===== src/sv/restoring_divider_unit_defines.svh =====
// ----------------------------------------------------------------------------
// Restoring divider unit assertion macros
// Concurrent assertion wrappers, clocked on clk_i, that can be compiled out.
// ----------------------------------------------------------------------------
`ifndef RESTORING_DIVIDER_UNIT_DEFINES_SVH
`define RESTORING_DIVIDER_UNIT_DEFINES_SVH

`ifndef ASSERT_OFF
// Check a property outside reset
`define RDIV_ASSERT(lbl, prop, msg) \
  lbl: assert property (@(posedge clk_i) disable iff (!rst_ni) (prop)) else $error(msg);
// Check a property at every edge, reset included
`define RDIV_ASSERT_RST(lbl, prop, msg) \
  lbl: assert property (@(posedge clk_i) (prop)) else $error(msg);
`else
`define RDIV_ASSERT(lbl, prop, msg)
`define RDIV_ASSERT_RST(lbl, prop, msg)
`endif

`endif


===== src/sv/rdiv_pkg.sv =====
// ----------------------------------------------------------------------------
// Restoring divider package
// Types shared by the divider stages and the top level.
// ----------------------------------------------------------------------------
`default_nettype none

package rdiv_pkg;

  // Per-beat control that travels down the stage chain with the data
  typedef struct packed {
    logic valid;
    logic dbz;
  } rdiv_ctl_t;

endpackage

`default_nettype wire


===== src/sv/rdiv_in_if.sv =====
// ----------------------------------------------------------------------------
// Restoring divider request channel
// Valid/ready channel carrying the dividend and divisor of one division.
// ----------------------------------------------------------------------------
`default_nettype none

interface rdiv_in_if #(
  parameter int WIDTH = 8
) ();

  logic             valid;
  logic             ready;
  logic [WIDTH-1:0] dividend;
  logic [WIDTH-1:0] divisor;

  modport source (output valid, output dividend, output divisor, input ready);
  modport sink   (input valid, input dividend, input divisor, output ready);

endinterface

`default_nettype wire


===== src/sv/rdiv_out_if.sv =====
// ----------------------------------------------------------------------------
// Restoring divider result channel
// Valid/ready channel carrying quotient, remainder and the zero-divisor flag.
// ----------------------------------------------------------------------------
`default_nettype none

interface rdiv_out_if #(
  parameter int WIDTH = 8
) ();

  logic             valid;
  logic             ready;
  logic [WIDTH-1:0] quotient;
  logic [WIDTH-1:0] remainder;
  logic             div_by_zero;

  modport source (output valid, output quotient, output remainder, output div_by_zero,
                  input ready);
  modport sink   (input valid, input quotient, input remainder, input div_by_zero,
                  output ready);

endinterface

`default_nettype wire


===== src/sv/rdiv_stage.sv =====
// ----------------------------------------------------------------------------
// Restoring divider stage
// One round of restoring division: shift the remainder/quotient pair left,
// trial-subtract the divisor, keep or restore, and register the result.
// ----------------------------------------------------------------------------
`default_nettype none

module rdiv_stage #(
  parameter int WIDTH = 8
) (
  input  wire                   clk_i,
  input  wire                   rst_ni,
  input  wire rdiv_pkg::rdiv_ctl_t ctl_i,
  output logic                  ready_o,
  input  wire  [WIDTH-1:0]      rem_i,
  input  wire  [WIDTH-1:0]      quo_i,
  input  wire  [WIDTH-1:0]      dsr_i,
  output rdiv_pkg::rdiv_ctl_t   ctl_o,
  input  wire                   ready_i,
  output logic [WIDTH-1:0]      rem_o,
  output logic [WIDTH-1:0]      quo_o,
  output logic [WIDTH-1:0]      dsr_o
);

  logic                valid_q;
  logic                dbz_q;
  logic [WIDTH-1:0]    rem_q, rem_d;
  logic [WIDTH-1:0]    quo_q, quo_d;
  logic [WIDTH-1:0]    dsr_q;
  logic [WIDTH:0]      rem_sh;
  logic [WIDTH+1:0]    diff;
  logic                fits;

  // Take a beat when empty or when the held beat moves on
  assign ready_o = !valid_q || ready_i;

  // Shift in the next dividend bit and trial-subtract the divisor
  always_comb begin
    rem_sh = {rem_i, quo_i[WIDTH-1]};
    diff   = {1'b0, rem_sh} - {2'b00, dsr_i};
    fits   = !diff[WIDTH+1];
    rem_d  = fits ? diff[WIDTH-1:0] : rem_sh[WIDTH-1:0];
    quo_d  = {quo_i[WIDTH-2:0], fits};
  end

  // Advance the valid bit
  always_ff @(posedge clk_i or negedge rst_ni) begin
    if (!rst_ni) begin
      valid_q <= 1'b0;
    end else if (ready_o) begin
      valid_q <= ctl_i.valid;
    end
  end

  // Load the payload with each new beat
  always_ff @(posedge clk_i) begin
    if (ready_o && ctl_i.valid) begin
      rem_q <= rem_d;
      quo_q <= quo_d;
      dsr_q <= dsr_i;
      dbz_q <= ctl_i.dbz;
    end
  end

  assign ctl_o.valid = valid_q;
  assign ctl_o.dbz   = dbz_q;
  assign rem_o       = rem_q;
  assign quo_o       = quo_q;
  assign dsr_o       = dsr_q;

endmodule

`default_nettype wire


===== src/sv/restoring_divider_unit.sv =====
// ----------------------------------------------------------------------------
// Restoring divider unit
// Pipelined unsigned restoring divider: WIDTH-bit quotient and remainder,
// one stage per quotient bit.
// ----------------------------------------------------------------------------
//
//   Channel  Dir  Payload                                 Handshake
//   req_i    in   dividend, divisor (WIDTH each)          valid/ready
//   rsp_o    out  quotient, remainder (WIDTH), div_by_zero valid/ready
//
// A request beat passes through the WIDTH-stage chain to the result channel,
// each stage holding one compare-subtract of the partial remainder; one
// division enters per cycle while the result channel is ready.
// Reset clears only the stage valid bits.
// Under a stall each stage holds its beat; empty stages keep filling, so
// bubbles close up and the input stays open until the whole chain is full.
// A zero divisor runs through the same rounds and yields all-ones quotient
// and the dividend as remainder.
// ----------------------------------------------------------------------------
`default_nettype none

`include "restoring_divider_unit_defines.svh"

module restoring_divider_unit #(
  parameter int WIDTH = 8
) (
  input  wire      clk_i,
  input  wire      rst_ni,
  rdiv_in_if.sink  req_i,
  rdiv_out_if.source rsp_o
);

  rdiv_pkg::rdiv_ctl_t ctl_s   [WIDTH+1];
  logic                ready_s [WIDTH+1];
  logic [WIDTH-1:0]    rem_s   [WIDTH+1];
  logic [WIDTH-1:0]    quo_s   [WIDTH+1];
  logic [WIDTH-1:0]    dsr_s   [WIDTH+1];

  // Feed the request beat into the first round
  assign ctl_s[0].valid = req_i.valid;
  assign ctl_s[0].dbz   = (req_i.divisor == '0);
  assign rem_s[0]       = '0;
  assign quo_s[0]       = req_i.dividend;
  assign dsr_s[0]       = req_i.divisor;
  assign req_i.ready    = ready_s[0];

  // One registered stage per quotient bit
  for (genvar k = 0; k < WIDTH; k++) begin : g_round
    rdiv_stage #(
      .WIDTH (WIDTH)
    ) u_stage (
      .clk_i   (clk_i),
      .rst_ni  (rst_ni),
      .ctl_i   (ctl_s[k]),
      .ready_o (ready_s[k]),
      .rem_i   (rem_s[k]),
      .quo_i   (quo_s[k]),
      .dsr_i   (dsr_s[k]),
      .ctl_o   (ctl_s[k+1]),
      .ready_i (ready_s[k+1]),
      .rem_o   (rem_s[k+1]),
      .quo_o   (quo_s[k+1]),
      .dsr_o   (dsr_s[k+1])
    );
  end

  // Last stage register drives the result channel
  assign ready_s[WIDTH]    = rsp_o.ready;
  assign rsp_o.valid       = ctl_s[WIDTH].valid;
  assign rsp_o.quotient    = quo_s[WIDTH];
  assign rsp_o.remainder   = rem_s[WIDTH];
  assign rsp_o.div_by_zero = ctl_s[WIDTH].dbz;

  // Assertions
  `RDIV_ASSERT_RST(a_rst_no_valid, !rst_ni |-> !rsp_o.valid, "result valid during reset")
  `RDIV_ASSERT(a_dbz_flag, rsp_o.valid |-> (rsp_o.div_by_zero == (dsr_s[WIDTH] == '0)), "zero-divisor flag mismatch")
  `RDIV_ASSERT(a_dbz_ones, (rsp_o.valid && rsp_o.div_by_zero) |-> (rsp_o.quotient == '1), "zero divisor without all-ones quotient")
  `RDIV_ASSERT(a_rem_small, (rsp_o.valid && !rsp_o.div_by_zero) |-> (rsp_o.remainder < dsr_s[WIDTH]), "remainder not below divisor")

endmodule

`default_nettype wire


===== src/flat_wrapper.sv =====
// flat-port wrapper written by rule: the top's interface ports become plain ports
module restoring_divider_unit_flat 
#(
  parameter int WIDTH = 8
)
  (clk_i, rst_ni, req_i_valid, req_i_dividend, req_i_divisor, req_i_ready, rsp_o_valid, rsp_o_quotient, rsp_o_remainder, rsp_o_div_by_zero, rsp_o_ready);
  rdiv_in_if #(.WIDTH(WIDTH)) req_i_i ();
  rdiv_out_if #(.WIDTH(WIDTH)) rsp_o_i ();
  input  wire clk_i;
  input  wire rst_ni;
  input wire logic [$bits(req_i_i.valid)-1:0] req_i_valid;
  input wire logic [$bits(req_i_i.dividend)-1:0] req_i_dividend;
  input wire logic [$bits(req_i_i.divisor)-1:0] req_i_divisor;
  output wire logic [$bits(req_i_i.ready)-1:0] req_i_ready;
  output wire logic [$bits(rsp_o_i.valid)-1:0] rsp_o_valid;
  output wire logic [$bits(rsp_o_i.quotient)-1:0] rsp_o_quotient;
  output wire logic [$bits(rsp_o_i.remainder)-1:0] rsp_o_remainder;
  output wire logic [$bits(rsp_o_i.div_by_zero)-1:0] rsp_o_div_by_zero;
  input wire logic [$bits(rsp_o_i.ready)-1:0] rsp_o_ready;
  assign req_i_i.valid = req_i_valid;
  assign req_i_i.dividend = req_i_dividend;
  assign req_i_i.divisor = req_i_divisor;
  assign req_i_ready = req_i_i.ready;
  assign rsp_o_valid = rsp_o_i.valid;
  assign rsp_o_quotient = rsp_o_i.quotient;
  assign rsp_o_remainder = rsp_o_i.remainder;
  assign rsp_o_div_by_zero = rsp_o_i.div_by_zero;
  assign rsp_o_i.ready = rsp_o_ready;
  restoring_divider_unit #(.WIDTH(WIDTH)) u_core (.clk_i(clk_i), .rst_ni(rst_ni), .req_i(req_i_i), .rsp_o(rsp_o_i));
endmodule

===== config.mk =====
export PLATFORM = sky130hd
export DESIGN_NAME = restoring_divider_unit_flat
export DESIGN_NICKNAME = d
export VERILOG_FILES = /design/src/sv/rdiv_pkg.sv /design/src/sv/rdiv_in_if.sv /design/src/sv/rdiv_out_if.sv /design/src/sv/rdiv_stage.sv /design/src/sv/restoring_divider_unit.sv /design/src/flat_wrapper.sv
export VERILOG_INCLUDE_DIRS = /design/src /design/src/sv
export SDC_FILE = /design/constraint.sdc
export NUM_CORES = 1
export LEC_CHECK = 0
export ABC_CLOCK_PERIOD_IN_PS = 4100
export BUFFER_PORTS_ARGS = -buffer_cell sky130_fd_sc_hd__clkbuf_2
export CELL_PAD_IN_SITES_DETAIL_PLACEMENT = 0
export CELL_PAD_IN_SITES_GLOBAL_PLACEMENT = 1
export CORE_UTILIZATION = 45
export CTS_CLUSTER_DIAMETER = 150
export DETAILED_ROUTE_END_ITERATION = 10
export PLACE_DENSITY_LB_ADDON = 0.1
export SETUP_SLACK_MARGIN = 0.4
export SYNTH_ARGS = -nofsm -noshare
export SYNTH_HDL_FRONTEND = slang
export SYNTH_SLANG_ARGS = --single-unit

===== constraint.sdc =====
create_clock -name clk_i -period 4.1 [get_ports clk_i]
set_clock_uncertainty 0.1 [all_clocks]
set_input_delay 0.41 -clock clk_i [delete_from_list [all_inputs] [get_ports clk_i]]
set_output_delay 0.41 -clock clk_i [all_outputs]
set_load 0.03 [all_outputs]

**After elaboration in Yosys (flattened, before gate mapping)**

Cells that the tools add are included.

- Bits in registers: 200
- Input port bits: 20
- Output and inout bits: 19
- Word-level logic and storage cells: 89

- Add/subtract/negate cells: 8
- Muxes and demuxes: 8
- Reduce and logical (&&, ||, !) cells: 33

Operator list:

| cell | number |
|---|---|
| $sub A9 B8 Y10 | 7 |
| $mux W8 | 7 |
| $logic_not A1 Y1 | 16 |
| $sub A1 B8 Y9 | 1 |
| $logic_and A1 B1 Y1 | 8 |
| $logic_not A8 Y1 | 1 |
| $logic_or A1 B1 Y1 | 8 |
| $mux W1 | 1 |

**Depth between registers and ports, before layout**

- Depth after elaboration: 10
- Mapped depth: 8
- Gate-level depth less buffers: 8

**Hierarchy**

From an unflattened synthesis, not the netlist that was laid out.

- Cells, all modules: 732
- Area, all modules: 10,471.3 sq um

Modules (own cells, without submodules):

| module | instances | cells an instance | area each (sq um) | sequential area each (sq um) |
|---|---|---|---|---|
| rdiv_stage at u_core.g_round[0].u_stage ... | 6 | 91 | 1,306.3 | 775.7 |
| rdiv_stage at u_core.g_round[7].u_stage | 1 | 91 | 1,308.8 | 775.7 |
| rdiv_stage at u_core.g_round[1].u_stage | 1 | 91 | 1,302.5 | 775.7 |
| restoring_divider_unit | 1 | 4 | 22.5 | 0.0 |

**Worst setup path after synthesis**

Ideal clock, no wire load.

- Path type: reg2reg
- From: register u_core.g_round[7].u_stage.valid_q
- To: register u_core.g_round[6].u_stage.dbz_q, enable pin
- Library setup time: 446 ps
- Data arrival time: 2,581 ps
- Required time: 3,554 ps
- Slack: 974 ps
- Stages on the path, launching flop included: 3
- Path buffers: 0
- Clock period less this slack: 3,126 ps
- Cell sequence: dfrtp_1 nor2b_1 a21boi_0

- Word-level cells in the longest chain between the ends: 4

RTL lines:

| item | RTL line | text |
|---|---|---|
| from (decl) | rdiv_stage.sv:25 | `logic valid_q;` |
| from (signal assigned) | rdiv_stage.sv:51 | `valid_q <= ctl_i.valid;` |
| $logic_not A1 Y1 | rdiv_stage.sv:35 | `assign ready_o = !valid_q \|\| ready_i;` |
| $logic_or A1 B1 Y1 (2 in a row) | rdiv_stage.sv:35 |  |
| $logic_and A1 B1 Y1 | rdiv_stage.sv:57 | `if (ready_o && ctl_i.valid) begin` |
| to (signal assigned) | rdiv_stage.sv:61 | `dbz_q <= ctl_i.dbz;` |
| to (decl) | rdiv_stage.sv:26 | `logic dbz_q;` |

No other way between the ends.
A chain may end at the register's enable or synchronous reset.

**Final worst setup path**

- From: register u_core.g_round[7].u_stage.valid_q
- To: output req_i_ready

- Word-level cells in the longest chain between the ends: 9

RTL lines:

| item | RTL line | text |
|---|---|---|
| $logic_not A1 Y1 | rdiv_stage.sv:35 |  |
| $logic_or A1 B1 Y1 (8 in a row) | rdiv_stage.sv:35 |  |
| to (decl) | flat_wrapper.sv:14 | `output wire logic [$bits(req_i_i.ready)-1:0] req_i_ready;` |

No other way between the ends.

==> flow_summary_export.csv <==
group,metric,value,unit
pwr,switchingPower,2.42,mW
clock_network,clkLatencyLatePin,0.43,ns
detailed_routing,routed_wl,13.6,mm
clock_network,clock_tree.buffer_depth,2,
die,die_w,147,um
die,start_util,46.3,%
logic_synthesis,yosysTopAreaCellShare,61.2,%
logic_synthesis,ys_ff_latch,200,
global_routing,grt_pass1_vias,5360,
critical_path,worst-setup-path-type,"reg2out",
pwr,internal-power,5.08,mW
clock_network,numCtsBuffers,17,
global_routing,grt_use_total,13.9,%
logic_synthesis,synth_enable_flop_cells,192,
pwr,swShare,32.2,%
global_routing,grt_max_degree,26,
logic_synthesis,synth_area,9430,um^2
critical_path,cp-start-kind,"flip-flop",
timing,setup_viol,0,
finish,areaGrowthSynthToFinish,12.0,%
clock_network,ctsHtreeMaxLevel,4,
logic_synthesis,ys.warnings.count,0,
outcome,status,"complete, no violations",
critical_path,worstReg2RegEnd,"u_core.g_round[7].u_stage.rem_o[3]",
detailed_routing,remaining_drc_errors,0,
critical_path,cp_max_fo,6,
die,io_pins,39,
logic_synthesis,synth_cells,670,
critical_path,critPathRequiredTime,3.59,ns
logic_synthesis,synthFlopType,"edfxtp_1",
finish,fillers,1709,
critical_path,r2r_start,"u_core.g_round[6].u_stage.dsr_o[1]",
logic_synthesis,yosys-top-cells-area,"edfxtp_1 61%, ha_1 7.7%, mux2_2 3.6%",
die,dieArea,21500,um^2
placement,post-dp-hpwl,10.4,mm
pwr,combPwrFrac,35.4,%
logic_synthesis,seq_area_frac_synth,63.3,%
min_path,whs_path_depth,1,
detailed_routing,drt_first_iter_violations,149,
timing,fmax,387,MHz
die,core,20400,um^2
finish,drive_above_1_share,16.3,%
clock_network,clock-root-buffer,"clkbuf_16",
global_routing,grt_overflow,0,
detailed_routing,vias,5056,
pwr,p_leak,4.27,nW
clock_network,cts_tree,"yes",
logic_synthesis,async_reset_ff_share,4.00,%
pwr,p_per_area,710,nW/um^2
timing,hold_ws,0.0521,ns
timing,period_needed,2.58,ns
clock_network,numClockSinks,200,
timing,setup_tns,0,ns
min_path,min-delay-start,"req_i_dividend[5]",
critical_path,startpoint,"u_core.g_round[7].u_stage.valid_q",
clock_network,ctsResizeCount,0,
clock_network,clkTransAtPathRegs,0.07,ns
critical_path,endpoint_kind,"output pin",
die,rows,52,
detailed_routing,wl_met1,5.19,mm
logic_synthesis,yosysTopAreaCell,"edfxtp_1",
die,dieHeight,147,um
placement,place.gp.congestion,0.758,
logic_synthesis,avgSynthCellArea,14.1,um^2
detailed_routing,vias_per_cell,4.99,
job,maxCapViolCount,0,
detailed_routing,top_layer,"met4",
critical_path,r2r_cells,7,
pwr,p_seq_share,43.3,%
timing,report.final.slew_viol_count,0,
clock_network,cts_hold_buf,1,
detailed_routing,wl_met3,320,um
timing,worstMarginPinSlew,1.15,ns
detailed_routing,drt_pre_antenna_iters,4,
timing,slew-limit-headroom,22.9,%
detailed_routing,routed-wl-met2,7.83,mm
timing,final_hold_viol_count,0,
global_routing,grt_antenna_before_repair,0,
critical_path,rrSetupSlack,1.53,ns
timing,timing.final.crit_share,63.0,%
pwr,vdd_ir_drop_max,304,uV
timing,rsz0062_at_grt,"no",
placement,io_buffers,38,
finish,diodes,0,
global_routing,grt_pass1_wl,23.7,mm
finish,fin_nets,817,
critical_path,cp.arrival,2.07,ns
detailed_routing,wl_per_cell,13.4,um
min_path,min_path_type,"in2reg",
pwr,pwr-share-clk,21.3,%
clock_network,post_cts_buffers,0,
logic_synthesis,synthDistinctLibCells,45,
min_path,worstHoldEndpoint,"u_core.g_round[0].u_stage.quo_o[6]",
detailed_routing,ant_nets,0,
[cell families (layout without fill, tap and decap cells)]
family / count (synthesis) / count (layout) / synth area share (%)
other cells: 1 / 3 / 0.0398
xor+xnor: 21 / 21 / 1.95
buf+inv: 83 / 154 / 3.30
flops: 200 / 200 / 63.3
simple gates: 140 / 140 / 7.67
mux: 49 / 49 / 5.87
compound gates: 111 / 111 / 8.71
fa+ha+maj: 65 / 65 / 9.18
[final cells by class]
cell class	count	area, um^2	area share, %
clock inverters	12	135	1.28
flip-flops and latches	200	5970	56.5
well taps	270	338	3.20
inverters	83	312	2.95
repair buffers	41	215	2.04
multi-input cells	389	3160	30.0
clock buffers	18	429	4.06
[metrics by stage]
step	instance area [um^2]	instances	total power, mW	setup slack (ns)	util, %
after floorplan	9440	672	5.37	0.974	-
after global routing	10600	1013	7.98	1.28	51.8
after global placement	9980	982	5.84	1.50	49.0
after detailed placement	9980	982	5.95	1.45	49.0
final	10600	1013	7.50	1.52	51.8
after CTS	10600	1013	7.57	1.50	51.8
[cell usage in the layout (no fill, tap or decap), drive strengths merged, types with 7 or more instances in the layout]
master / Yosys / final
nand3: 8 / 8
a21oi: 21 / 21
ha: 58 / 58
nor3: 8 / 8
mux2: 35 / 35
o21a: 10 / 10
mux2i: 14 / 14
nand2: 21 / 21
edfxtp: 192 / 192
nand2b: 13 / 13
a21o: 19 / 19
nor2: 40 / 40
dfrtp: 8 / 8
clkbuf: 0 / 56
inv: 83 / 90
a211oi: 10 / 10
xnor2: 15 / 15
and2: 11 / 11
fa: 7 / 7
nor2b: 23 / 23
o21ai: 19 / 19
[how the worst max path moves through the flow]
stage	cells past startpoint	endpoint	slack, ns
2_1_floorplan	2	u_core.g_round[6].u_stage.dbz_q	0.97
3_3_place_gp	6	u_core.g_round[0].u_stage.quo_o[1]	1.50
3_5_place_dp	6	u_core.g_round[0].u_stage.quo_o[1]	1.45
4_1_cts	5	req_i_ready	1.50
5_1_grt	5	req_i_ready	1.28
6_report	5	req_i_ready	1.52
[layer usage]
layer  global-route usage (%)  vias to the layer above
met1                     13.4                     2393
li1                         -                     2578
met2                     27.5                       58
met3                     3.17                       27
met5                        0                        -
met4                     6.30                        0
[registers in the layout (all words and copies together) (netlist names)]
name and flops:
u_core.g_round.u_stage.dbz_q 8, u_core.g_round.u_stage.dsr_o 56, u_core.g_round.u_stage.quo_o 64, u_core.g_round.u_stage.rem_o 64, u_core.g_round.u_stage.valid_q 8
[Yosys cell counts, types with 11 or more instances]
cell and number:
nor2b_1 21, nand2b_1 13, mux2_2 30, edfxtp_1 192, mux2i_1 14, o21ai_0 15
and2_1 11, ha_1 58, nand2_1 21, nor2_1 40, a21o_1 18, a21oi_1 13
inv_1 83, xnor2_1 15
[worst max-delay path, stage by stage, from the launching register on]
cell	delay, ns
dfrtp_1	0.34
nor2b_1	0.38
nand4_1	0.21
nor2_1	0.33
nand4_1	0.18
clkbuf_2	0.22
[power groups by stage]
stage	clock network [mW]	logic, mW	registers, mW
finish	1.60	2.65	3.25
global placement	0	2.56	3.28
detailed placement	0	2.66	3.29
CTS	1.65	2.68	3.25
global route	1.73	2.95	3.30
floorplan	0	2.01	3.36
Power figures use the tool's default switching activity.
